===== src/rtl/core/box_average_downsampler_macros.svh =====
// Assertion helpers for the box average downsampler.
`ifndef BOX_AVERAGE_DOWNSAMPLER_MACROS_SVH
`define BOX_AVERAGE_DOWNSAMPLER_MACROS_SVH

`ifndef ASSERT_OFF
`define BAVG_ASSERT_IMP(label, clk, rstn, ante, cons, msg) \
    label: assert property (@(posedge clk) disable iff (!(rstn)) (ante) |-> (cons)) \
        else $error(msg);
`define BAVG_ASSERT_NEVER(label, clk, rstn, cond, msg) \
    label: assert property (@(posedge clk) disable iff (!(rstn)) !(cond)) \
        else $error(msg);
`else
`define BAVG_ASSERT_IMP(label, clk, rstn, ante, cons, msg)
`define BAVG_ASSERT_NEVER(label, clk, rstn, cond, msg)
`endif

`endif


===== src/rtl/core/bavg_pkg.sv =====
package bavg_pkg;

    localparam int CFG_INDEX_W  = 2;
    localparam int CFG_DATA_W   = 11;
    localparam int STEP_FIELD_W = 5;
    localparam int SIZE_FIELD_W = 11;

    localparam logic [CFG_INDEX_W-1:0] CFG_USTEP    = 2'd0;
    localparam logic [CFG_INDEX_W-1:0] CFG_VSTEP    = 2'd1;
    localparam logic [CFG_INDEX_W-1:0] CFG_OUT_COLS = 2'd2;
    localparam logic [CFG_INDEX_W-1:0] CFG_OUT_ROWS = 2'd3;

    // what the front knows about a finished row piece
    typedef struct packed {
        logic first_row;  // first source row of the block row: overwrite column sum
        logic emit;       // last source row: block is complete, produce a mean
        logic fin;        // last block of the frame
    } piece_ctl_t;

    typedef enum logic [2:0] {
        BK_IDLE,
        BK_ACC,
        BK_ABS,
        BK_DIV,
        BK_OUT
    } back_state_t;

    typedef struct packed {
        logic pop;
        logic out_load;
    } back_status_t;

endpackage


===== src/rtl/core/bavg_front.sv =====
module bavg_front #(
    parameter int PIXEL_BITS = 24,
    parameter int MAX_STEP   = 16,
    parameter int MAX_COLS   = 1024
) (
    input  logic                                          aclk,
    input  logic                                          aresetn,
    input  logic                                          restart,
    input  logic                                          in_valid,
    input  logic                                          in_ready,
    input  logic [PIXEL_BITS-1:0]                         pixel,
    input  logic [$clog2(MAX_STEP+1)-1:0]                 ustep,
    input  logic [$clog2(MAX_STEP+1)-1:0]                 vstep,
    input  logic [$clog2(MAX_COLS+1)-1:0]                 out_cols,
    input  logic [$clog2(MAX_COLS+1)-1:0]                 out_rows,
    output logic                                          push,
    output logic [PIXEL_BITS+$clog2(MAX_STEP)-1:0]        push_sum,
    output logic [(MAX_COLS > 1 ? $clog2(MAX_COLS) : 1)-1:0] push_col,
    output bavg_pkg::piece_ctl_t                          push_ctl
);

    localparam int STEP_W = $clog2(MAX_STEP + 1);
    localparam int COL_W  = $clog2(MAX_COLS + 1);
    localparam int ADDR_W = MAX_COLS > 1 ? $clog2(MAX_COLS) : 1;
    localparam int PW     = PIXEL_BITS + $clog2(MAX_STEP);

    logic signed [PW-1:0]  row_partial_reg, row_partial_next;
    logic [STEP_W-1:0]     sub_col_reg, sub_col_next;
    logic [STEP_W-1:0]     sub_row_reg, sub_row_next;
    logic [COL_W-1:0]      block_col_reg, block_col_next;
    logic [COL_W-1:0]      block_row_reg, block_row_next;

    logic                  accept;
    logic signed [PW-1:0]  piece_sum;
    logic [STEP_W:0]       sub_col_inc, sub_row_inc;
    logic [COL_W:0]        block_col_inc, block_row_inc;
    logic                  piece_done, row_end, last_sub_row, last_block_row;

    assign accept        = in_valid && in_ready;
    assign piece_sum     = row_partial_reg + PW'($signed(pixel));
    assign sub_col_inc   = {1'b0, sub_col_reg} + 1'b1;
    assign sub_row_inc   = {1'b0, sub_row_reg} + 1'b1;
    assign block_col_inc = {1'b0, block_col_reg} + 1'b1;
    assign block_row_inc = {1'b0, block_row_reg} + 1'b1;

    assign piece_done     = sub_col_inc >= {1'b0, ustep};
    assign row_end        = block_col_inc >= {1'b0, out_cols};
    assign last_sub_row   = sub_row_inc >= {1'b0, vstep};
    assign last_block_row = block_row_inc >= {1'b0, out_rows};

    always_comb begin
        row_partial_next = row_partial_reg;
        sub_col_next     = sub_col_reg;
        sub_row_next     = sub_row_reg;
        block_col_next   = block_col_reg;
        block_row_next   = block_row_reg;
        if (restart) begin
            row_partial_next = '0;
            sub_col_next     = '0;
            sub_row_next     = '0;
            block_col_next   = '0;
            block_row_next   = '0;
        end else if (accept) begin
            if (!piece_done) begin
                row_partial_next = piece_sum;
                sub_col_next     = sub_col_inc[STEP_W-1:0];
            end else begin
                row_partial_next = '0;
                sub_col_next     = '0;
                if (!row_end) begin
                    block_col_next = block_col_inc[COL_W-1:0];
                end else begin
                    block_col_next = '0;
                    if (!last_sub_row) begin
                        sub_row_next = sub_row_inc[STEP_W-1:0];
                    end else begin
                        sub_row_next   = '0;
                        block_row_next = last_block_row ? '0 : block_row_inc[COL_W-1:0];
                    end
                end
            end
        end
    end

    always_ff @(posedge aclk) begin
        if (!aresetn) begin
            row_partial_reg <= '0;
            sub_col_reg     <= '0;
            sub_row_reg     <= '0;
            block_col_reg   <= '0;
            block_row_reg   <= '0;
        end else begin
            row_partial_reg <= row_partial_next;
            sub_col_reg     <= sub_col_next;
            sub_row_reg     <= sub_row_next;
            block_col_reg   <= block_col_next;
            block_row_reg   <= block_row_next;
        end
    end

    assign push               = accept && piece_done && !restart;
    assign push_sum           = piece_sum;
    assign push_col           = block_col_reg[ADDR_W-1:0];
    assign push_ctl.first_row = (sub_row_reg == '0);
    assign push_ctl.emit      = last_sub_row;
    assign push_ctl.fin       = row_end && last_block_row;

endmodule


===== config.mk =====
export PLATFORM = sky130hd
export DESIGN_NAME = bavg_front
export DESIGN_NICKNAME = d
export VERILOG_FILES = /design/src/rtl/core/box_average_downsampler_macros.svh /design/src/rtl/core/bavg_pkg.sv /design/src/rtl/core/bavg_front.sv
export SDC_FILE = /design/constraint.sdc
export NUM_CORES = 1
export LEC_CHECK = 0
export BUFFER_PORTS_ARGS = -buffer_cell sky130_fd_sc_hd__buf_2
export CAP_MARGIN = 20
export CORE_MARGIN = 2
export CORE_UTILIZATION = 51
export CTS_CLUSTER_SIZE = 8
export DETAILED_ROUTE_END_ITERATION = 12
export PLACE_DENSITY_LB_ADDON = 0.2
export SETUP_SLACK_MARGIN = 0.1
export SYNTH_ARGS = -nofsm -noshare
export SYNTH_HDL_FRONTEND = slang
export SYNTH_SLANG_ARGS = --single-unit

===== constraint.sdc =====
create_clock -name aclk -period 3.2 [get_ports aclk]
set_input_delay 0.32 -clock aclk [delete_from_list [all_inputs] [get_ports aclk]]
set_output_delay 0.32 -clock aclk [all_outputs]
set_load 0.005 [all_outputs]

==> impl_metrics.json <==
{
  "status": "finished clean",
  "start_util_pct": 52.1,
  "clockPowerShare_pct": 37.0,
  "cp.required_ns": 2.88,
  "drt-vias-per-instance": 5.60,
  "nNetsFinal": 887,
  "critPathMaxFanout": 2,
  "grt_pass1_wl_um": 21300,
  "synth-compound-area-share_pct": 22.1,
  "p_switching_uw": 521,
  "max_freq_ghz": 0.313,
  "synth-edff-count": 0,
  "synth_top_cell_area_share_pct": 23.7,
  "drive_gt1_share_pct": 33.2,
  "drc_errors": 0,
  "dp_hpwl_um": 9680,
  "fin_util_pct": 67.3,
  "place_area_um2": 5710,
  "setup_viol": 0,
  "synth_xor_area_share_pct": 10.4,
  "grt_pass1_vias": 4651,
  "fill_cells": 836,
  "synth_seq_cells": 60,
  "worst_pin_slew_ns": 0.625,
  "die_w_um": 104,
  "final.setup.tns_ns": 0,
  "synthTopCellsByArea": "dfxtp_1 (24%), ha_1 (16%), xnor2_1 (5.9%)",
  "grtUsageTotal_pct": 23.8,
  "internal_power_uw": 1280,
  "slew-limit-headroom_pct": 58.2,
  "worstPathArrival_ns": 2.88,
  "stdcell_area_um2": 6550,
  "layout_worst_path_cycle_share_pct": 99.9,
  "drt-initial-drc-count": 212,
  "p_seq_share_pct": 42.1,
  "synth_cell_type_count": 62,
  "worst_setup_path_start_kind": "flip-flop",
  "vias": 5031,
  "p_comb_share_pct": 20.9,
  "period_needed_ns": 3.20,
  "grt_start_max_net_pins": 35,
  "synth_fa_ha_area_share_pct": 16.2,
  "drt_wl_total_um": 13900,
  "syn_nets": 758,
  "finalPower_uw": 1800,
  "p_leak_uw": 0.00318,
  "yosys.area_share.simple_pct": 20.5,
  "antenna_left": 0,
  "cap_violations": 0,
  "wl_per_cell_um": 15.5,
  "clk_latency_ns": 0.35,
  "cts_tree": "yes",
  "die_h_um": 104,
  "slew_viol_final": 0,
  "max-vdd-ir-drop_v": 0.000152,
  "yosysMostFrequentCell": "ha_1",
  "rsz0062_at_grt": "yes",
  "path_clk_slew_ns": 0.07,
  "muxShareOfSynthArea_pct": 0.198,
  "endpoint_kind": "output port",
  "cts.path.max_buffers": 2,
  "ys_warn_count": 0,
  "synth_ff_type": "dfxtp_1",
  "synth_top_family_by_area": "compound AO/OA/AOI/OAI gates",
  "antenna_found_initial": 0,
  "routabilityCongestion": 0.901,
  "synth_top_cell_by_area": "dfxtp_1",
  "hold_ws_ns": 0.378,
  "boundaryPins": 103,
  "syn_area_per_cell_um2": 8.02,
  "antenna_cells": 0,
  "h-tree-depth": 3,
  "p_sw_share_pct": 28.9,
  "p_per_area_nw_per_um2": 276,
  "gr-total-overflow": 0,
  "largest_reg_flops": 28,
  "critPathKind": "reg2out",
  "hp-class": "in2reg",
  "synth.cells.most_frequent": "ha_1 (64), dfxtp_1 (60), nand2_1 (59)",
  "dr.pass1.iters": 4,
  "clockRootBuffer": "clkbuf_8",
  "fin_skew_ns": 0.0113,
  "dieArea_um2": 10700,
  "numCtsBuffers": 9,
  "coreArea_um2": 9730,
  "synthArstFlopShare_pct": 0,
  "ys_seq_area_share_pct": 23.7,
  "port_buffers": 102,
  "synthesis.area_um2": 5070,
  "cts.sinks": 60,
  "area_growth_syn_to_layout_pct": 29.2,
  "fp-row-count": 36,
  "hold_violations": 0,
  "syn-instance-count": 632
}
## stage by stage
step | cells | setup WS [ns]
after global placement | 851 | 0.0883
after detailed placement | 851 | 0.0119
after global routing | 898 | -0.0673
after floorplan | 632 | 0.168
after CTS | 876 | -0.0297
final | 898 | 0.00362
## layout make-up
type / instances / area, µm² / area share (%)
Timing Repair Buffer: 155 / 930 / 14.2
Tap cell: 133 / 166 / 2.54
Inverter: 41 / 154 / 2.35
Clock buffer: 14 / 183 / 2.79
Multi-Input combinational cell: 494 / 3880 / 59.3
Sequential cell: 60 / 1220 / 18.7
Clock inverter: 1 / 5.00 / 0.0764
## final timing paths
check        depth (start not counted)                from                  to  slack, ns
max                                 10  row_partial_reg[0]        push_sum[24]      0.004
min                                  4             restart    block_row_reg[4]       0.38
max reg2reg                         12    block_row_reg[0]    block_row_reg[9]       0.18
min reg2reg                          2  row_partial_reg[3]  row_partial_reg[3]       0.46
## power by group through the flow
stage	logic (µW)	registers [µW]	clock network, µW
after floorplan	206	778	0
after global placement	322	779	0
after detailed placement	328	779	0
after CTS	344	762	674
after global routing	415	760	703
final	377	759	668
## per-layer routing
metal,share of wire (%),wire length (µm),track usage [%]
met1,44,6090,29.4
met2,49,6820,40.6
met3,5.1,708,5.16
met4,2.4,329,9.46
met5,0,0,0
## critical path: stages, from the launching register on
cell      delay (ns)
dfxtp_2         0.34
ha_4            0.16
fa_2            0.36
a21oi_4         0.17
o21bai_4        0.08
a221o_1         0.33
nand2_1         0.07
or3b_4          0.39
a311oi_2        0.30
xnor2_1         0.18
buf_2           0.15
## cells in the final DEF (no fill, tap or decap), types with 8 or more instances in the layout
cell type,n
nor2_1,39
clkbuf_8,13
ha_1,58
a22o_1,15
nand3_1,26
nand4_1,13
dfxtp_1,49
xnor2_2,8
a21oi_2,9
xor2_1,24
nand2_1,58
inv_1,41
a21oi_1,50
a21o_1,30
o21ai_0,17
buf_2,101
xnor2_1,26
buf_4,49
## logic make-up after synthesis
kind of cell	Yosys count
AND/OR/NAND/NOR	205
AO/OA/AOI/OAI	163
buffers and inverters	78
adder cells (fa/ha/maj)	65
XOR/XNOR	60
flip-flops	60
multiplexers	1
## what timing repair did
action	4_1_cts	5_1_grt
cloned	0	0
hold buffers	0	0
buffers inserted	10	22
resized for setup	20	69
endpoints found under the setup margin	17	35
pin swaps	9	38
Power figures use the tool's default switching activity.
