`config.mk`:
```
export PLATFORM = sky130hd
export DESIGN_NAME = bavg_fifo
export DESIGN_NICKNAME = d
export VERILOG_FILES = /design/src/rtl/core/box_average_downsampler_macros.svh /design/src/rtl/core/bavg_fifo.sv
export SDC_FILE = /design/constraint.sdc
export NUM_CORES = 1
export LEC_CHECK = 0
export BUFFER_PORTS_ARGS = -buffer_cell sky130_fd_sc_hd__buf_2
export CAP_MARGIN = 20
export CORE_UTILIZATION = 53
export CTS_BUF_LIST = sky130_fd_sc_hd__clkbuf_2 sky130_fd_sc_hd__clkbuf_4 sky130_fd_sc_hd__clkbuf_8
export DETAILED_ROUTE_END_ITERATION = 10
export PLACE_DENSITY = 0.77
export SETUP_SLACK_MARGIN = 0.2
export SLEW_MARGIN = 20
export SYNTH_ARGS = -nofsm -noshare
export SYNTH_HDL_FRONTEND = slang
export SYNTH_SLANG_ARGS = --single-unit
```
`constraint.sdc`:
```
create_clock -name aclk -period 1.9 [get_ports aclk]
set_input_delay 0.285 -clock aclk [delete_from_list [all_inputs] [get_ports aclk]]
set_output_delay 0.285 -clock aclk [all_outputs]
set_load 0.01 [all_outputs]
```
`src/rtl/core/box_average_downsampler_macros.svh`:
```
// Assertion helpers for the box average downsampler.
`ifndef BOX_AVERAGE_DOWNSAMPLER_MACROS_SVH
`define BOX_AVERAGE_DOWNSAMPLER_MACROS_SVH

`ifndef ASSERT_OFF
`define BAVG_ASSERT_IMP(label, clk, rstn, ante, cons, msg) \
    label: assert property (@(posedge clk) disable iff (!(rstn)) (ante) |-> (cons)) \
        else $error(msg);
`define BAVG_ASSERT_NEVER(label, clk, rstn, cond, msg) \
    label: assert property (@(posedge clk) disable iff (!(rstn)) !(cond)) \
        else $error(msg);
`else
`define BAVG_ASSERT_IMP(label, clk, rstn, ante, cons, msg)
`define BAVG_ASSERT_NEVER(label, clk, rstn, cond, msg)
`endif

`endif

```
`src/rtl/core/bavg_fifo.sv`:
```
module bavg_fifo #(
    parameter int WIDTH = 48,
    parameter int DEPTH = 4
) (
    input  logic             aclk,
    input  logic             aresetn,
    input  logic             push,
    input  logic [WIDTH-1:0] push_data,
    input  logic             pop,
    output logic [WIDTH-1:0] head,
    output logic             full,
    output logic             empty
);

    localparam int PTR_W = DEPTH > 1 ? $clog2(DEPTH) : 1;
    localparam int CNT_W = $clog2(DEPTH + 1);

    logic [WIDTH-1:0] slot [DEPTH];
    logic [PTR_W-1:0] wr_ptr_reg, wr_ptr_next;
    logic [PTR_W-1:0] rd_ptr_reg, rd_ptr_next;
    logic [CNT_W-1:0] count_reg, count_next;

    always_comb begin
        wr_ptr_next = wr_ptr_reg;
        rd_ptr_next = rd_ptr_reg;
        count_next  = count_reg;
        if (push) begin
            wr_ptr_next = (wr_ptr_reg == PTR_W'(DEPTH - 1)) ? '0 : wr_ptr_reg + 1'b1;
        end
        if (pop) begin
            rd_ptr_next = (rd_ptr_reg == PTR_W'(DEPTH - 1)) ? '0 : rd_ptr_reg + 1'b1;
        end
        if (push && !pop) begin
            count_next = count_reg + 1'b1;
        end else if (pop && !push) begin
            count_next = count_reg - 1'b1;
        end
    end

    always_ff @(posedge aclk) begin
        if (!aresetn) begin
            wr_ptr_reg <= '0;
            rd_ptr_reg <= '0;
            count_reg  <= '0;
        end else begin
            wr_ptr_reg <= wr_ptr_next;
            rd_ptr_reg <= rd_ptr_next;
            count_reg  <= count_next;
        end
    end

    always_ff @(posedge aclk) begin
        if (push) begin
            slot[wr_ptr_reg] <= push_data;
        end
    end

    assign head  = slot[rd_ptr_reg];
    assign full  = (count_reg == CNT_W'(DEPTH));
    assign empty = (count_reg == '0);

endmodule

```
==> results.txt, run 1 <==
Entering global routing, the biggest net connects 49 pins. For the worst flop-to-flop path, the logic depth is 4. The first detailed-routing pass took 4 iterations. The die covers 14,390 um^2. Yosys printed 0 warnings.

The number of antenna cells inserted came out at 0. In this run the worst hold path is classified as input port to flop. The die height is 120.0 um, and the total track usage is 19.27%.

Counting every net in the synthesized netlist gives 353. The final layout contains 538 nets. The tightest hold margin was 25.70 ps; the total DRC errors in the routed layout was 0. The total setup violations reported at the end of the flow came out at 48. The power density over cell area is 1018 nW/um^2, and the critical path arrival is 1800 ps. The routed length per instance was 19.44 um. The run gives 20,360 um as the first-pass GRT wire length.

The run gives 105.3 ps as the placement-stage worst setup slack. The weighted congestion reported at the end of routability-driven placement was 0.6912; the routed via count was 3,632. Standard cell with the maximum stage delay on the critical path: mux4_2. The startpoint-to-endpoint class of the critical path is flop to output port. For this configuration, the core starts out at a cell density of 55.04%. The signal on the critical path passes through buf_12, clkbuf_16, mux4_2, buf_6. The clock passes through at most 3 buffers.

The average vias per placed instance was 5.373; the count of port buffers added during placement was 101. Once detailed placement completed, the half-perimeter wirelength came to 7258 um. The floorplan step set the die width to 120.0 um.

The tool flagged a number of max-cap violations equal to 0. For the final-report max-slew violation count, the log shows 0. Of the synthesized area, sequential elements account for 80.61%. The run gives -182.7 ps as the worst setup margin. The final clock skew came out at 13.41 ps. The total global routing overflow came out at 0. In the finished design, the share of the clock period the worst path needs comes to 109.6%. The final critical-path required period was 2083 ps. In the synthesized netlist, the number of instances is 294. At the worst endpoint, the required time is 1620 ps. The count of different cell masters after synthesis is 22.

Setup repair after global routing could not meet its margin everywhere. After clock tree synthesis, the clock-pin slew on the worst setup and hold paths is 60 ps. The run finished, with violations left.

Clock latency on the worst-skew pair, taken at its later pin, is 490 ps. The number of antenna violations at the first check in global routing came out at 0. Total wire length: 13,140 um. STA classifies the critical path endpoint as an output port. In this run, the number of DRC markers left after iteration 0 of detailed routing was 302. Summing all placed instances gives a cell area of 8210 um^2. Boundary pin count: 102. In this run the worst path has a maximum fanout of 5. Compared with the post-synthesis result, the final layout area differs by 28.62%. The fraction of final layout cells with drive strength greater than 1 is 43.20%. The number of flip-flops under the largest register name is 192.

The run gives 3.304 nW as the reported leakage power. The run gives 0.6582 mV as the worst-case vdd ir drop. The worst pin sits at a relative slew slack of 77.75%. For the via count of the first global-routing pass, the log shows 3,989.

Clock tree synthesis selected as its root buffer the cell clkbuf_8. The core region is 13,400 um^2. CTS saw 201 sinks.

For this run, the top clock speed supported by timing is 0.4802 GHz. The cell area that synthesis handed to floorplanning was 7376 um^2. The count of nets left with antenna violations once routing finished came out at 0.

The deepest level of the CTS H-tree was 2. The run gives 42 as the number of standard-cell rows in the floorplan. Once layout is done, the placed cells without fillers occupy 9487 um^2. The synthesized design contains 201 register bits.

Average size of a mapped cell: 25.09 um^2. On the worst path, the slowest cell contributes a delay of 510 ps. The number of clock buffers added by TritonCTS is 34. Kind of start point of the critical path: a flop. The hold violation total from the final report is 0.

The checks that failed: negative setup slack. The number of instances on the worst hold path works out to 1. TritonCTS built the clock tree. For the pin with the worst max-slew slack, the measured transition is 333.7 ps.
-- placed cells by master, fill, tap and decap left out, types with 2 or more instances in the layout --
cell	synthesis	routed
buf_4	2	3
inv_1	4	4
nor2b_1	5	5
mux2i_1	4	4
and2_2	0	4
nor3_1	2	2
ha_1	6	6
buf_2	3	77
buf_6	3	25
mux4_2	48	48
dlygate4sd3_1	0	44
clkbuf_4	0	7
clkinv_1	0	10
edfxtp_1	192	192
clkbuf_8	0	37
dfxtp_1	9	7
buf_12	0	9
clkinv_2	0	2
-- path summary, 6_finish.rpt --
check	from	endpoint	slack (ps)
setup / recovery	flop	head[27]	-180
hold / removal	push_data[12]	slot[3][12]$_DFFE_PP_	30
setup reg to reg	count_reg[0]$_SDFFE_PN0P_	count_reg[2]$_SDFFE_PN0P_	360
hold reg to reg	count_reg[2]$_SDFFE_PN0P_	count_reg[2]$_SDFFE_PN0P_	550
-- synthesized netlist by cell type (all sizes together) --
library cell | n | area share [%]
edfxtp | 192 | 78
mux4 | 48 | 15
dfxtp | 9 | 2.4
buf | 8 | 0.86
ha | 6 | 1.0
and2 | 5 | 0.42
nor2b | 5 | 0.42
inv | 4 | 0.20
mux2i | 4 | 0.54
clkbuf | 2 | 0.10
nor3 | 2 | 0.14
a21boi | 1 | 0.10
fa | 1 | 0.27
nor2 | 1 | 0.051
nor3b | 1 | 0.10
o21a | 1 | 0.10
o21ai | 1 | 0.068
or3 | 1 | 0.085
xnor2 | 1 | 0.12
xor2 | 1 | 0.12
-- through the flow --
step / utilization (%) / total power, mW / TNS, ps / cells
finish: 70.79 / 9.659 / -6757 / 676
global route: 70.79 / 10.06 / -10640 / 676
CTS: 69.39 / 9.677 / -9303 / 673
detailed placement: 61.27 / 6.099 / 0 / 572
global placement: 61.27 / 6.060 / 0 / 572
floorplan: - / 5.710 / 0 / 294
-- power breakdown --
part,internal (mW),switching (mW)
combinational,0.565,0.485
clock,1.92,1.56
sequential,5.07,0.0618
-- kinds of logic (layout without fill, tap and decap cells) --
logic type	Yosys count	count (layout)	share of synthesized area, %
DFF	201	201	80.61
AOI/OAI and AO/OA	3	3	0.2714
buffers and inverters	14	220	1.170
xor gates and xnor gates	2	2	0.2375
muxes	52	52	15.20
and+or+nand+nor	15	15	1.221
adders and majority gates	7	7	1.289
-- cell type report --
| class | count | area [um^2] |
|---|---|---|
| flip-flops and latches | 201 | 5951 |
| fillers | 837 | 3914 |
| well taps | 176 | 220.2 |
| clock buffers | 44 | 561.8 |
| inverters | 4 | 15.01 |
| multi-input cells | 79 | 1349 |
| repair buffers | 159 | 1335 |
| clock inverters | 13 | 55.05 |
-- metal layers --
layer  up-vias  wire length, um  GRT usage [%]
met1      1873             5509          24.06
met2       118             6503          31.79
met3        21              920          6.084
met5         -                0              0
met4         0              208          7.031
li1       1620                -              -
-- critical path, delay by kind of cell, from the launching register on --
kind | cells | cell delay, ps
flops | 1 | 400
mux | 1 | 510
buf+inv | 3 | 400
-- repair_timing --
action                                 in CTS  in global routing
setup endpoints to repair                  48                 48
resized for setup                           5                 22
hold buffers                               44                  0
buffers inserted                            0                  1
endpoints found under the hold margin     171                  0
gates cloned                                0                  2
No activity file was read; power rests on OpenSTA's default activity.
==> run 2: changes to the inputs <==
--- a/config.mk
+++ b/config.mk
@@ -7,7 +7,8 @@
 export LEC_CHECK = 0
 export BUFFER_PORTS_ARGS = -buffer_cell sky130_fd_sc_hd__buf_2
 export CAP_MARGIN = 20
-export CORE_UTILIZATION = 53
+export CORE_ASPECT_RATIO = 2
+export CORE_UTILIZATION = 55
 export CTS_BUF_LIST = sky130_fd_sc_hd__clkbuf_2 sky130_fd_sc_hd__clkbuf_4 sky130_fd_sc_hd__clkbuf_8
 export DETAILED_ROUTE_END_ITERATION = 10
 export PLACE_DENSITY = 0.77
==> constraint.sdc (replaced) <==
create_clock -name aclk -period 1.95 [get_ports aclk]
set_input_delay 0.2925 -clock aclk [delete_from_list [all_inputs] [get_ports aclk]]
set_output_delay 0.2925 -clock aclk [all_outputs]
set_load 0.01 [all_outputs]
==> run 2 against run 1 <==
- the flow finishes with violations (design-rule violations, negative setup slack)
- combinational power up 4%
- sequential cell count unchanged
- worst hold slack gained 49 ps
- core utilization increased by 1.6 points
- global-route usage rose by 0.89 points
- first-iteration DRC count decreased by 30%
- clock skew down 6.6 ps
- die area fell by 3.4%
- highest routed layer unchanged
==> results.txt, run 2 (synthesis results as in run 1) <==
The run finished, with violations left. The checks that failed: design-rule violations, negative setup slack. Count of buffer and inverter cells on the critical path: 3 (unchanged).

The via count of the first global-routing pass was 4,060 (+1.8%). The total DRC errors in the routed layout is 14 (+14), and the number of flip-flops under the largest register name is 192 (unchanged). Dividing the final minimum period by the clock period gives 109.3%. The maximum cell stage delay along the critical path is 520 ps (about the same), and the final-report max-slew violation count is 0 (unchanged). The number of instances in the placed design is 552 (-3.5%), and the required time reported for the critical path endpoint is 1660 ps (+40 ps). The path depth of the worst reg2reg path is 4 (unchanged).

The instance count on the critical path was 4 (unchanged); the final critical-path required period was 2132 ps. The tools report the tightest hold margin as 75.02 ps (+49.31 ps). The routed length per instance is 20.92 um (+7.6%). The routed via count was 3,598 (-0.94%). Library cell used as clock root buffer: clkbuf_8.

The first-pass GRT wire length was 21,180 um (+4.0%). The count of port buffers added during placement works out to 101 (unchanged). The tools report the hold violation total from the final report as 0 (unchanged). For the clock buffer count from CTS, the log shows 25 (-26%). The number of standard-cell rows in the floorplan was 59 (+40%); the CTS sink count was 201 (unchanged).

The fraction of final layout cells with drive strength greater than 1 works out to 43.17% (about the same). The run gives 49 (unchanged) as the pin count of the biggest net entering global routing. The clock insertion delay at the later pin of the skew report was 510 ps (+20 ps). Setup repair after global routing could not meet its margin everywhere. The tools report the number of max-capacitance violations reported as 0 (unchanged). The run gives 770 (-8.0%) as the count of fill cells added during filler insertion.

Largest fanout on the critical path: 6 (+1). The total wire length was 13,620 um (+3.6%). The transition time at the pin with the least slew margin was 499.7 ps (+166.0 ps). Derived from the worst setup path, the maximum achievable clock frequency is 0.4690 GHz.

In the layout the commonest cells are edfxtp_1 (192), buf_2 (72), mux4_2 (48), dlygate4sd3_1 (48), buf_6 (31). The placement-stage worst setup slack is 66.80 ps (-38.49 ps). The run gives 0.7065 mV (+7.3%) as the worst-case vdd ir drop. The final clock skew is 6.860 ps (-6.554 ps), and the horizontal extent of the die is 83.89 um (-30%). The CTS clock-pin slew for the worst setup and hold paths works out to 70 ps (about the same). The critical path arrival was 1840 ps (+40 ps); the number of antenna violations at the first check in global routing was 1 (+1). The antenna violation net count after detailed routing is 0 (unchanged). Worst hold-check path type: input port to flop. The run gives 1 (-1) as the deepest level of the CTS H-tree.

For the number of nets in the finished design, the log shows 542 (+0.74%). Standard cell core area: 13,070 um^2 (-2.5%). The logs give 48 (unchanged) for the total setup violations reported at the end of the flow and 20.16% (+0.89 points) for the total track usage. Power density over cell area: 930.9 nW/um^2 (-8.6%). TritonCTS built the clock tree. The initial core utilization is 56.45% (+1.4 points), and the number of buffers on the longest clock path is 3 (unchanged). The post-route non-filler standard cell count is 651 (-3.7%), and the average vias per placed instance is 5.527 (+2.9%). The number of instances on the worst hold path is 2 (+1).

The worst setup path is launched from a flop. The area of the die was 13,910 um^2 (-3.4%). On the critical path, the stage with the largest delay is an instance of mux4_2. Among cell families on the critical path, the largest total delay comes from multiplexers. The worst setup path is captured at an output port. Startpoint-to-endpoint class of the critical path: flop to output port. The headroom to the max-slew limit came out at 66.69% (-11 points). The run gives 211 (-30%) as the detailed router's first-iteration violation count. The run gives 102 (unchanged) as the boundary pin count.

The total global routing overflow was 0 (unchanged); the count of TritonRoute iterations in the first routing pass was 8 (+4). The area growth from synthesis to layout is 28.18%. The die height is 165.8 um (+38%), and the reported leakage power is 3.308 nW (+0.14%). Leaving out fill and tap cells, the most frequent cell in the layout is edfxtp_1. The worst setup margin is -182.2 ps (+0.4510 ps).

The weighted congestion reported at the end of routability-driven placement came out at 0.6943 (+0.45%). Walking the worst path, the cells encountered are buf_12, clkbuf_16, mux4_2, buf_6. Placed wire-length estimate after detailed placement: 8111 um (+12%).
## run 2: changes by cell type in the layout (fill, tap and decap cells not counted), moves of 2 or more
cell,previous run,this run
buf_6,25,31
buf_4,3,10
dlygate4sd3_1,44,48
buf_2,77,72
clkinv_1,10,5
clkbuf_8,37,25
clkinv_2,2,4
## run 2: path summary, 6_finish.rpt
path / startpoint / end / slack [ps]
hold reg to reg: count_reg[2]$_SDFFE_PN0P_ / count_reg[2]$_SDFFE_PN0P_ / 550
hold / removal: aresetn / count_reg[0]$_SDFFE_PN0P_ / 80
setup / recovery: flop / head[26] / -180
setup reg to reg: wr_ptr_reg[0]$_SDFFE_PN0P_ / slot[2][4]$_DFFE_PP_ / 370
## run 2: where the power goes
| group | internal [mW] | total (mW) | switching, mW |
|---|---|---|---|
| clock | 1.34 | 2.72 | 1.37 |
| combinational | 0.598 | 1.09 | 0.490 |
| sequential | 4.94 | 5.00 | 0.0585 |
## run 2: cell type report
type	instances	area, um^2	share of cell area, %
antenna	1	2.502	0.02647
clock buffer	33	404.1	4.275
clock inverter	9	38.79	0.4103
inverter	4	15.01	0.1588
multi-input combinational	79	1350	14.28
sequential	201	5951	62.94
tap	152	190.2	2.012
timing repair buffer	172	1503	15.89
## run 2: worst register-to-register path: stages, from the launching register on
cell and delay [ps]:
dfxtp_1 350, inv_1 90, ha_1 140, and2_2 460
buf_12 240
## run 2: metrics by stage
| stage | TNS (ps) | util [%] | total power [mW] | cell area [um^2] |
|---|---|---|---|---|
| finish | -6866 | 72.35 | 8.800 | 9454 |
| global route | -9865 | 72.35 | 9.130 | 9454 |
| CTS | -8609 | 71.42 | 8.836 | 9331 |
| detailed placement | 0 | 62.84 | 5.954 | 8210 |
| global placement | 0 | 62.84 | 5.916 | 8210 |
| floorplan | 0 | - | 5.564 | 7381 |
## run 2: per-layer routing
| metal | wire [um] | global-route usage (%) | vias to the layer above |
|---|---|---|---|
| li1 | - | - | 1624 |
| met1 | 4972 | 22.77 | 1847 |
| met2 | 7761 | 37.24 | 107 |
| met3 | 607 | 3.082 | 20 |
| met4 | 277 | 8.846 | 0 |
| met5 | 0 | 0 | - |
## run 2: timing repair
action,CTS,global route
pin swaps,0,0
resized for setup,22,13
hold buffers,48,0
setup buffers,5,0
setup endpoints to repair,48,78
cloned,1,2
endpoints found under the hold margin,192,0
==> run 3: changes to the inputs <==
--- a/config.mk
+++ b/config.mk
@@ -8,10 +8,9 @@
 export BUFFER_PORTS_ARGS = -buffer_cell sky130_fd_sc_hd__buf_2
 export CAP_MARGIN = 20
 export CORE_ASPECT_RATIO = 2
-export CORE_UTILIZATION = 55
+export CORE_UTILIZATION = 35
 export CTS_BUF_LIST = sky130_fd_sc_hd__clkbuf_2 sky130_fd_sc_hd__clkbuf_4 sky130_fd_sc_hd__clkbuf_8
 export DETAILED_ROUTE_END_ITERATION = 10
-export PLACE_DENSITY = 0.77
 export SETUP_SLACK_MARGIN = 0.2
 export SLEW_MARGIN = 20
 export SYNTH_ARGS = -nofsm -noshare
==> run 3 against run 2 <==
- the run ends with negative setup slack left
- cell count is 17% higher
- clock skew is 0.70 ps higher
- die area is 56% higher
- critical path depth stayed put
- setup slack worse by 18 ps
- core utilization is 26 points lower
- via count is 0.56% lower
- total power is 3.2% higher
- global-route usage is 7.4 points lower
- critical endpoint is now head[20]
- largest power group unchanged
==> results.txt, run 3 (synthesis results as in run 1) <==
The run gives 8348 um^2 (+1.7%) as the cell area after placement. The worst setup margin is -200.2 ps (-18.00 ps). The hold path startpoint was aresetn. The power density over cell area is 955.0 nW/um^2 (+2.6%). The logs give 5951 um^2 (unchanged) for the register area and 107.6 ps (+40.85 ps) for the placement-stage worst setup slack.

The run finished, with violations left. The tools report the net switching power as 1.937 mW (+0.88%). The number of instances on the worst hold path came out at 2 (unchanged). The clock insertion delay at the later pin of the skew report is 510 ps (about the same), and the CTS clock-pin slew for the worst setup and hold paths is 70 ps (about the same). The number of buffers on the longest clock path came out at 3 (unchanged). The total DRC errors in the routed layout is 0 (-14), and the worst-case register-to-register setup slack is 440 ps (+70 ps). The run gives 0 (unchanged) as the antenna violation net count after detailed routing. The number of flip-flops under the largest register name is 192 (unchanged), and the total track usage is 12.77% (-7.4 points). The deepest level of the CTS H-tree was 1 (unchanged).

Transition time at the pin with the least slew margin: 350.5 ps (-149.2 ps). The total setup violations reported at the end of the flow is 48 (unchanged). The tools report the standard cell core area as 20,550 um^2 (+57%). The count of port buffers added during placement was 101 (unchanged); the placed wire-length estimate after detailed placement was 8500 um (+4.8%). Die height: 207.3 um (+25%).

The library cell used as clock root buffer is clkbuf_8. The clock buffer count from CTS is 28 (+12%). The pin count of the biggest net entering global routing came out at 49 (unchanged).

Setup repair after global routing could not meet its margin everywhere. The count of fill cells added during filler insertion was 1,766 (+130%). Horizontal extent of the die: 104.7 um (+25%). The final reports fail on negative setup slack. The tools report the number of antenna cells inserted as 0 (-1). The tools report the routed via count as 3,578 (-0.56%).

The fmax was 0.4651 GHz (-0.84%); the initial core utilization was 35.88% (-21 points). For the tightest hold margin, the log shows 72.46 ps (-2.555 ps). The tools report the weighted congestion reported at the end of routability-driven placement as 0.7013 (+1.0%). The run gives 1860 ps (+20 ps) as the critical path arrival.

For the share of total power in sequential cells, the log shows 55.0% (-1.8 points). The via count of the first global-routing pass was 4,039 (-0.52%); the final critical-path required period was 2150 ps (+18.00 ps). The routed length per instance was 18.18 um (-13%). Hold violation total from the final report: 0 (unchanged). The worst hold-check path type is input port to flop. Total global routing overflow: 0 (unchanged). The tools report the boundary pin count as 102 (unchanged).

First-pass GRT wire length: 21,040 um (-0.65%). The area growth from synthesis to layout is 28.92%. The run gives 1660 ps (about the same) as the required time reported for the critical path endpoint.

The worst setup path is launched from a flop. The final cycle utilization of the critical path works out to 110.3% (+0.92 points). STA classifies the critical path endpoint as an output port.

The number of nets in the finished design was 535 (-1.3%); the area of the die was 21,690 um^2 (+56%). The path depth of the worst reg2reg path works out to 4 (unchanged). In the layout the commonest cells are edfxtp_1 (192), buf_2 (87), mux4_2 (48), dlygate4sd3_1 (48), clkbuf_8 (29). The count of TritonRoute iterations in the first routing pass is 4 (-4). The fraction of power consumed by the clock network was 33.9% (+3.0 points); the number of standard-cell rows in the floorplan was 74 (+25%). Most frequent standard cell in the layout excluding fill and tap cells: edfxtp_1. The headroom to the max-slew limit was 76.63% (+9.9 points); the worst-case vdd ir drop was 0.4793 mV (-32%). The switching fraction of total power came out at 21.33% (-0.49 points). The average vias per placed instance works out to 4.702 (-15%). The post-route cell area is 9509 um^2 (+0.58%). The critical register-to-register path endpoint is count_reg[2]$_SDFFE_PN0P_. The largest fanout on the critical path came out at 12 (+6). For the total wire length, the log shows 13,830 um (+1.6%). The tools report the area of the multi-input gates as 1351 um^2 (about the same). The final-report max-slew violation count was 0 (unchanged); the detailed router's first-iteration violation count was 99 (-53%). Reg-to-reg critical path startpoint: count_reg[0]$_SDFFE_PN0P_. The number of antenna violations at the first check in global routing is 0 (-1), and the reported leakage power is 3.266 nW (-1.3%).

TritonCTS built the clock tree. The CTS sink count came out at 201 (unchanged). Fraction of power consumed by combinational cells: 11.1% (-1.3 points). The fraction of final layout cells with drive strength greater than 1 is 42.42% (-0.75 points). For the final clock skew, the log shows 7.561 ps (+0.7016 ps). The critical path is of the flop to output port type. The tools report the internal power consumption as 7.144 mW (+3.8%).

Number of max-capacitance violations reported: 0 (unchanged).
run 3: cell count changes in the layout (fill, tap and decap cells not counted), sizes merged:
cell	delta
buf	-9
clkbuf	+4
bufinv	+1
clkinv	+1
diode	-1
run 3: power by group through the flow:
stage | clock network, mW | registers, mW | logic, mW
floorplan | 0 | 5.07 | 0.491
global placement | 0 | 5.08 | 0.864
detailed placement | 0 | 5.09 | 0.878
CTS | 3.19 | 5.00 | 1.00
global route | 3.34 | 5.01 | 1.09
finish | 3.08 | 5.00 | 1.00
run 3: how the worst max path moves through the flow:
| stage | start | end | slack, ps | cells after the start |
|---|---|---|---|---|
| 5_1_grt | flop | head[0] | -290 | 3 |
| 3_3_place_gp | pop | count_reg[2]$_SDFFE_PN0P_ | 200 | 8 |
| 6_report | flop | head[20] | -200 | 4 |
| 3_5_place_dp | pop | count_reg[2]$_SDFFE_PN0P_ | 110 | 8 |
| 2_1_floorplan | wr_ptr_reg[0]$_SDFFE_PN0P_ | slot[3][0]$_DFFE_PP_ | 350 | 2 |
| 4_1_cts | flop | head[42] | -260 | 3 |
run 3: critical path, cell delays in order, from the launching register on:
cell,delay [ps]
dfxtp_4,370
buf_12,120
buf_16,150
mux4_2,550
buf_6,140
run 3: cell type report:
type,instances,share of cell area [%]
clock inverter,11,0.7500
multi-input combinational,79,14.21
tap,266,3.500
sequential,201,62.58
timing repair buffer,162,13.89
clock buffer,38,4.908
inverter,4,0.1579
run 3: through the flow:
stage / TNS, ps / util, % / total power, mW / cells
after global routing: -12660 / 46.26 / 9.437 / 761
after CTS: -10630 / 45.90 / 9.191 / 759
after detailed placement: 0 / 40.61 / 5.969 / 662
after floorplan: 0 / - / 5.564 / 294
final: -8287 / 46.26 / 9.081 / 761
after global placement: 0 / 40.61 / 5.939 / 662
run 3: timing repair:
action / CTS / global route
resized for setup: 11 / 6
endpoints found under the setup margin: 48 / 112
cloned: 0 / 1
buffers inserted: 0 / 1
hold buffers: 48 / 0
hold endpoints to repair: 192 / 0
run 3: metal layers:
layer | wire length (um) | up-vias | track usage [%] | part of all wire [%]
met2 | 7945 | 95 | 24.80 | 57
met1 | 4905 | 1847 | 12.97 | 35
li1 | - | 1607 | - | -
met4 | 427 | 0 | 5.634 | 3.1
met5 | 0 | - | 0 | 0
met3 | 552 | 29 | 2.292 | 4.0
